===== src/hdl/modinv_pkg.sv =====
`timescale 1ns / 1ps
// ----------------------------------------------------------------------------
// modinv_pkg
// Types and constants shared by the modular inverse core: beat structs and
// sequencer states.
// ----------------------------------------------------------------------------
package modinv_pkg;

    localparam int FIELD_W = 63;

    typedef struct packed {
        logic [FIELD_W-1:0] value;
        logic [FIELD_W-1:0] modulus;
    } in_beat_t;

    typedef struct packed {
        logic [FIELD_W-1:0] inverse;
        logic [FIELD_W-1:0] divisor;
    } out_beat_t;

    typedef enum logic [2:0] {
        ST_IDLE,
        ST_EVAL,
        ST_DIVIDE,
        ST_UPDATE,
        ST_ADJUST,
        ST_REDUCE
    } state_t;

endpackage


===== src/hdl/modular_inverse_ext_euclid_core.sv =====
`timescale 1ns / 1ps
// ----------------------------------------------------------------------------
// modular_inverse_ext_euclid_core
// Modular inverse and gcd by the extended Euclidean algorithm on one shared
// restoring divider.
// ----------------------------------------------------------------------------
// An item is taken when start is high and busy is low. Operands use their low
// WORD_BITS-1 bits. Every Euclid step runs the quotient through a one bit per
// cycle restoring divider, folding each quotient bit into the coefficient
// update as it appears; a step runs a set-up state, the divide loop and an
// update state. A zero modulus answers on the next cycle. The result is
// shown for exactly one cycle with done high and the receiver cannot stall
// it. inverse is the value's Bezout coefficient reduced modulo the modulus;
// it is the true inverse only when divisor is 1.
// ----------------------------------------------------------------------------
module modular_inverse_ext_euclid_core
    import modinv_pkg::*;
#(
    parameter int WORD_BITS = 64
)
(
    input  logic      clk,
    input  logic      rst_n,
    input  logic      start,
    output logic      busy,
    input  in_beat_t  operands,
    output logic      done,
    output out_beat_t result
);

    localparam int N     = WORD_BITS - 1;
    localparam int W     = WORD_BITS;
    localparam int CNT_W = $clog2(N);

    state_t               state_reg, state_next;
    logic                 done_reg, done_next;
    logic [N-1:0]         r_prev_reg, r_prev_next;
    logic [N-1:0]         r_cur_reg, r_cur_next;
    logic signed [W-1:0]  s_prev_reg, s_prev_next;
    logic signed [W-1:0]  s_cur_reg, s_cur_next;
    logic [N-1:0]         mod_reg, mod_next;
    logic [N-1:0]         rem_reg, rem_next;
    logic [N-1:0]         dvd_reg, dvd_next;
    logic signed [W-1:0]  acc_reg, acc_next;
    logic [CNT_W-1:0]     cnt_reg, cnt_next;
    logic [N-1:0]         inv_reg, inv_next;
    out_beat_t            res_reg, res_next;

    logic [N:0]           rem_sh;
    logic [N+1:0]         diff;
    logic                 q_bit;
    logic signed [W-1:0]  acc_sum;
    logic signed [W-1:0]  s_step;
    logic signed [W-1:0]  fix_sum;
    logic [N:0]           red_diff;
    logic [N-1:0]         in_value;
    logic [N-1:0]         in_modulus;

    assign busy   = (state_reg != ST_IDLE);
    assign done   = done_reg;
    assign result = res_reg;

    assign in_value   = operands.value[N-1:0];
    assign in_modulus = operands.modulus[N-1:0];

    // shared datapath
    assign rem_sh   = {rem_reg, dvd_reg[N-1]};
    assign diff     = {1'b0, rem_sh} - {2'b00, r_cur_reg};
    assign q_bit    = !diff[N+1];
    assign acc_sum  = (acc_reg <<< 1) + (q_bit ? s_cur_reg : '0);
    assign s_step   = s_prev_reg - acc_reg;
    assign fix_sum  = s_prev_reg + $signed({1'b0, mod_reg});
    assign red_diff = {1'b0, inv_reg} - {1'b0, mod_reg};

    always_ff @(posedge clk or negedge rst_n)
    begin
        if (!rst_n)
        begin
            state_reg <= ST_IDLE;
            done_reg  <= 1'b0;
        end
        else
        begin
            state_reg <= state_next;
            done_reg  <= done_next;
        end
    end

    always_ff @(posedge clk)
    begin
        r_prev_reg <= r_prev_next;
        r_cur_reg  <= r_cur_next;
        s_prev_reg <= s_prev_next;
        s_cur_reg  <= s_cur_next;
        mod_reg    <= mod_next;
        rem_reg    <= rem_next;
        dvd_reg    <= dvd_next;
        acc_reg    <= acc_next;
        cnt_reg    <= cnt_next;
        inv_reg    <= inv_next;
        res_reg    <= res_next;
    end

    always_comb
    begin
        state_next  = state_reg;
        done_next   = 1'b0;
        r_prev_next = r_prev_reg;
        r_cur_next  = r_cur_reg;
        s_prev_next = s_prev_reg;
        s_cur_next  = s_cur_reg;
        mod_next    = mod_reg;
        rem_next    = rem_reg;
        dvd_next    = dvd_reg;
        acc_next    = acc_reg;
        cnt_next    = cnt_reg;
        inv_next    = inv_reg;
        res_next    = res_reg;

        case (state_reg)
            ST_IDLE:
            begin
                if (start)
                begin
                    if (in_modulus == '0)
                    begin
                        // no reduction possible, gcd is the value
                        res_next.inverse = '0;
                        res_next.divisor = FIELD_W'(in_value);
                        done_next        = 1'b1;
                    end
                    else
                    begin
                        r_prev_next = in_modulus;
                        r_cur_next  = in_value;
                        s_prev_next = '0;
                        s_cur_next  = W'(1);
                        mod_next    = in_modulus;
                        state_next  = ST_EVAL;
                    end
                end
            end
            ST_EVAL:
            begin
                if (r_cur_reg == '0)
                begin
                    state_next = ST_ADJUST;
                end
                else
                begin
                    rem_next   = '0;
                    dvd_next   = r_prev_reg;
                    acc_next   = '0;
                    cnt_next   = '0;
                    state_next = ST_DIVIDE;
                end
            end
            ST_DIVIDE:
            begin
                // quotient bit also scales s_cur into the accumulator
                rem_next = q_bit ? diff[N-1:0] : rem_sh[N-1:0];
                dvd_next = dvd_reg << 1;
                acc_next = acc_sum;
                cnt_next = cnt_reg + 1'b1;
                if (cnt_reg == CNT_W'(N - 1))
                begin
                    state_next = ST_UPDATE;
                end
            end
            ST_UPDATE:
            begin
                r_prev_next = r_cur_reg;
                r_cur_next  = rem_reg;
                s_prev_next = s_cur_reg;
                s_cur_next  = s_step;
                state_next  = ST_EVAL;
            end
            ST_ADJUST:
            begin
                inv_next   = s_prev_reg[W-1] ? fix_sum[N-1:0] : s_prev_reg[N-1:0];
                state_next = ST_REDUCE;
            end
            ST_REDUCE:
            begin
                res_next.inverse = FIELD_W'(red_diff[N] ? inv_reg : red_diff[N-1:0]);
                res_next.divisor = FIELD_W'(r_prev_reg);
                done_next        = 1'b1;
                state_next       = ST_IDLE;
            end
            default:
            begin
                state_next = ST_IDLE;
            end
        endcase
    end

`ifndef SYNTHESIS
    a_done_idle: assert property (@(posedge clk) disable iff (!rst_n)
        done |-> !busy)
        else $error("result beat while busy");

    a_accept_progress: assert property (@(posedge clk) disable iff (!rst_n)
        (start && !busy) |=> (busy || done))
        else $error("accepted beat neither started nor answered");

    a_divisor_nonzero: assert property (@(posedge clk) disable iff (!rst_n)
        (state_reg == ST_DIVIDE) |-> (r_cur_reg != '0))
        else $error("division by zero remainder");

    a_reduce_done: assert property (@(posedge clk) disable iff (!rst_n)
        (state_reg == ST_REDUCE) |=> (done && !busy))
        else $error("final reduction did not deliver a result");
`endif

endmodule

===== config.mk =====
export PLATFORM = sky130hd
export DESIGN_NAME = modular_inverse_ext_euclid_core
export DESIGN_NICKNAME = d
export VERILOG_FILES = /design/src/hdl/modinv_pkg.sv /design/src/hdl/modular_inverse_ext_euclid_core.sv
export SDC_FILE = /design/constraint.sdc
export NUM_CORES = 2
export LEC_CHECK = 0
export BUFFER_PORTS_ARGS = -buffer_cell sky130_fd_sc_hd__buf_4
export CAP_MARGIN = 10
export CORE_MARGIN = 3
export CORE_UTILIZATION = 50
export CTS_CLUSTER_DIAMETER = 200
export DETAILED_ROUTE_END_ITERATION = 10
export GPL_TIMING_DRIVEN = 1
export PLACE_DENSITY = 0.7
export SLEW_MARGIN = 0
export SYNTH_ARGS = -nofsm -noshare
export SYNTH_HDL_FRONTEND = slang
export SYNTH_SLANG_ARGS = --single-unit

===== constraint.sdc =====
create_clock -name clk -period 10.4 [get_ports clk]
set_input_delay 1.56 -clock clk [delete_from_list [all_inputs] [get_ports clk]]
set_output_delay 1.56 -clock clk [all_outputs]
set_load 0.02 [all_outputs]

* Word-level counts from Yosys, hierarchy flattened
Index checks and enable logic that the tools add are counted.
Word-level totals: word-level logic and storage cells 79, output and inout bits 128, bits of input ports 129, register bits 706
Cells by class: eq/ne operators 11, mux-type cells 35, bitwise logic cells 1, $add $sub $neg 6, reductions and logical operators 12
Operators by type and width (number):
- $mux W63 | 9
- $pmux W63 S2 | 4
- $mux W64 | 6
- $pmux W64 S2 | 3
- $mux W126 | 2
- $pmux W126 S2 | 1
- $logic_not A63 Y1 | 2
- $sub A64 B63 Y65 | 1
- $add A64 B64 Y64 | 1
- $sub A63 B63 Y64 | 1
- $sub A64 B64 Y64 | 1
- $add A63 B63 Y63 | 1
- $pmux W3 S5 | 1
- $mux W3 | 4
- $pmux W6 S2 | 1
- $reduce_and A3 Y1 | 4
- $ne A2 B2 Y1 const B | 5
- $add A6 B1 Y6 const B | 1
- $eq A3 B2 Y1 const B | 2
- $eq A3 B3 Y1 const B | 2
- $eq A6 B6 Y1 const B | 1
- $mux W6 | 1
- $reduce_bool A2 Y1 | 3
- $eq A3 B1 Y1 const B | 1
- 6 further kinds | 7

* Logic depth before layout (Yosys ltp)
word-level depth 4, mapped depth 29, mapped depth without buffers 26

* Worst setup path before layout
Ideal clock, no wire load.
kind reg2reg, start register state_reg[0], end register acc_reg[0] (enable), required time 9.645 ns, arrival 9.063 ns, setup time 0.755 ns, buffers on the path 1, slack 0.582 ns, period minus slack after synthesis 9.818 ns, stages on the path, launching flop included 6, cells stage by stage dfrtp_1 > clkbuf_1 > inv_1 > nor3_1 > a21oi_1 > nor2_1
On the way: word-level cells in the longest chain between the ends 3, elaborated cells on any way between the ends 5, classes of those cells 3 x eq/ne; 2 x reduce/logical
Ends and longest elaborated chain:
- start, declared | RTL line modular_inverse_ext_euclid_core.sv:35 | state_t state_reg, state_next;
- start signal, assigned | RTL line modular_inverse_ext_euclid_core.sv:84 | state_reg <= state_next;
- $eq A3 B1 Y1 / $eq A3 B2 Y1 (equally long branches) | RTL line modular_inverse_ext_euclid_core.sv:120 | case (state_reg)
- $ne A2 B2 Y1 (no source line) / $reduce_bool A2 Y1 (equally long branches)
- $reduce_and A2 Y1 (no source line) (*)
- end signal, assigned | RTL line modular_inverse_ext_euclid_core.sv:98 | acc_reg <= acc_next;
- end, declared | RTL line modular_inverse_ext_euclid_core.sv:44 | logic signed [W-1:0] acc_reg, acc_next;
Every way passes the cells marked *; elsewhere a longest branch is shown, timed or not. A chain may end at the register's enable or synchronous reset.

* Worst setup path in the final report
start register r_cur_reg[0], end register acc_reg[61] (data pin)
On the way: word-level cells in the longest chain between the ends 4
Ends and longest elaborated chain:
- start, declared | RTL line modular_inverse_ext_euclid_core.sv:38 | logic [N-1:0] r_cur_reg, r_cur_next;
- start signal, assigned | RTL line modular_inverse_ext_euclid_core.sv:92 | r_cur_reg <= r_cur_next;
- $sub A64 B63 Y65 | RTL line modular_inverse_ext_euclid_core.sv:68 | assign diff = {1'b0, rem_sh} - {2'b00, r_cur_reg};
- $mux W64 | RTL line modular_inverse_ext_euclid_core.sv:70 | assign acc_sum = (acc_reg <<< 1) + (q_bit ? s_cur_reg : '0);
- $add A64 B64 Y64 | RTL line modular_inverse_ext_euclid_core.sv:70
- $pmux W64 S2 | RTL line modular_inverse_ext_euclid_core.sv:120
Every way passes these cells.

==> results.txt <==
First-pass GRT wire length = 216 mm
Max reg flops = 126
Residual DRC = 0
TNS Setup = 0 ns
Setup bufs post-CTS = 0
Worst EP required = 10.78 ns
Cell count after synthesis = 5111
Most common cell after layout, fill and taps aside = nand2_1
Kind of critical path = register to register
Area contributors post-synth = edfxtp_1, nand2_1, ha_1, a21oi_1, xnor2_1
WP depth = 25
DR vias = 38700
Die Span X = 312 microns
Sequential fraction of the synthesis area = 0.452
Data arrival time of the worst path = 7.90 ns
Total of max-cap violations = 0
FF-to-FF path depth = 25
Number of placed I/O pins = 257
Initial antenna violation count = 1
Crit path largest cell delay = 0.60 ns
Cell area after synthesis = 0.0469 sq mm
Syn. warnings = 0
Maximum fanout along the worst path = 63
Dpl cell area = 0.0497 sq mm
Outcome = finished clean
Wire per inst = 21.5 microns
CTS Buffer Depth = 3
Num CTS Buffers = 80
CP max stage cell = o21a_4
Total number of H-tree levels = 3
Area share of the largest cell type after synthesis = 0.450
Yosys reg bits = 706
Largest net degree at the start of global routing = 86
Power Density = 118 mW/mm^2
Clock-pin slew on the worst setup and hold paths = 0.06 ns
GRT Total Usage = 0.281
Router iterations before antenna repair = 6
Post-cts resize count = 0
Worst rel slew slack = 0.264
Hold Path Stages = 2
Commonest cells after routing, fill and taps aside = nand2_1, edfxtp_1, a21oi_1
Slew Viols, Final = 0
Via density = 5.92
CTS root buffer = clkbuf_16
Detailed Place HPWL = 106 mm
Worst Max-Slew Pin Slew = 1.09 ns
Cell area after layout = 0.0523 sq mm
Synth unique cells = 94
Buffers on Ports = 256
GRT overflow = 0
Ys flop type = edfxtp_1
CTS tree = done
Min-Delay Path Class = register to register
Top Family by Delay on Critical Path = compound AO/OA/AOI/OAI gates
Maximum VDD drop = 0.000124 V
N_diodes = 0
Vias in the first global route = 37100
Die Area = 0.0975 sq mm
Layout cell share with drive strength beyond 1 = 0.0935
Worst Setup Start Kind = register
Fmax = 0.133 GHz
Synth Area per Inst = 9.17 sq um
Area delta synth->final = 11.6%
Critical path buffers and inverters = 0
Antenna violation net count after detailed routing = 0
Routability cong. = 1.01
Worst Setup End Kind = register
Tcrit/Tclk final = 0.723
Nets = 5689
Clock latency on the worst-skew pair = 0.65 ns
Mapped Nets = 5560
Post-synth EDFFs = 702
P_leak = 21.8 nW
Yosys top cell by area = edfxtp_1
Clock skew = 0.0286 ns
Hold Fails Final Rpt = 0
Ys async rst share = 0.00567
Initial core utilization = 0.508
RSZ-0062 raised after global routing = no
Final WL = 141 mm
# rows = 111
Final Critical Period = 7.52 ns
Clk sinks = 706
Setup violations, final = 0
Die Y = 312 microns
Core box area = 0.0924 sq mm
Iteration-0 DRC Markers = 3832
Cts hold-fix bufs = 0
-- power by group --
part,switching (W),internal [W],total (W)
Sequential,0.00000948,0.00311,0.00312
Combinational,0.000131,0.0000894,0.000221
Clock,0.00121,0.00164,0.00284
-- metal layers --
layer	part of all wire	track usage	vias to the layer above
li1	-	-	18500
met5	0.000050	0	-
met2	0.45	0.442	1513
met4	0.032	0.0851	2
met3	0.076	0.0349	216
met1	0.45	0.408	18500
-- path summary, 6_finish.rpt --
check | from | endpoint | slack, ns
max | r_cur_reg[0] | acc_reg[61] | 2.88
min | dvd_reg[47] | dvd_reg[48] | 0.51
max reg2reg | r_cur_reg[0] | acc_reg[61] | 2.88
min reg2reg | dvd_reg[47] | dvd_reg[48] | 0.51
max in group asynchronous | rst_n | state_reg[2] | 9.55
min in group asynchronous | rst_n | done | 0.71
-- cell families after synthesis --
| kind of cell | count (synthesis) | synth area share |
|---|---|---|
| and+or+nand+nor | 1963 | 0.186 |
| AOI/OAI and AO/OA | 1285 | 0.171 |
| DFF | 706 | 0.452 |
| buffers and inverters | 517 | 0.0423 |
| adders and majority gates | 320 | 0.0862 |
| xor gates and xnor gates | 264 | 0.0493 |
| muxes | 56 | 0.0133 |
-- synthesized netlist by cell type (all sizes together) (46+ instances only) --
cell	n
nand3	60
mux2	49
nand4	91
nand2	1064
clkbuf	210
inv	278
nor2	322
o21ai	272
xor2	109
xnor2	155
a21oi	469
a21o	171
nor4	46
and2	148
a211oi	46
o21bai	67
ha	315
o21a	48
nor3	72
edfxtp	702
-- worst min-delay path, stage by stage, from the launching register on --
cell	delay, ns
edfxtp_1	0.32
nand2_1	0.05
nand2_1	0.05
-- area by class of cell --
type	count	area (sq um)
clock buffer	102	2140
clock inverter	42	448
fill	8221	40000
inverter	279	1050
multi-input combinational	3888	23800
sequential	706	21200
tap	1243	1560
timing repair buffer	285	2150
-- through the flow --
step	setup slack, ns	std cells	hold WS (ns)	total power, W	util
3_3_place_gp	3.10	6400	0.486	0.00340	0.538
3_5_place_dp	3.00	6400	0.496	0.00340	0.538
6_report	2.88	6545	0.511	0.00619	0.567
2_1_floorplan	0.582	5111	0.484	0.00329	-
5_1_grt	2.47	6545	0.525	0.00635	0.567
4_1_cts	2.99	6544	0.511	0.00623	0.566
(Power assumes the default switching activity.)
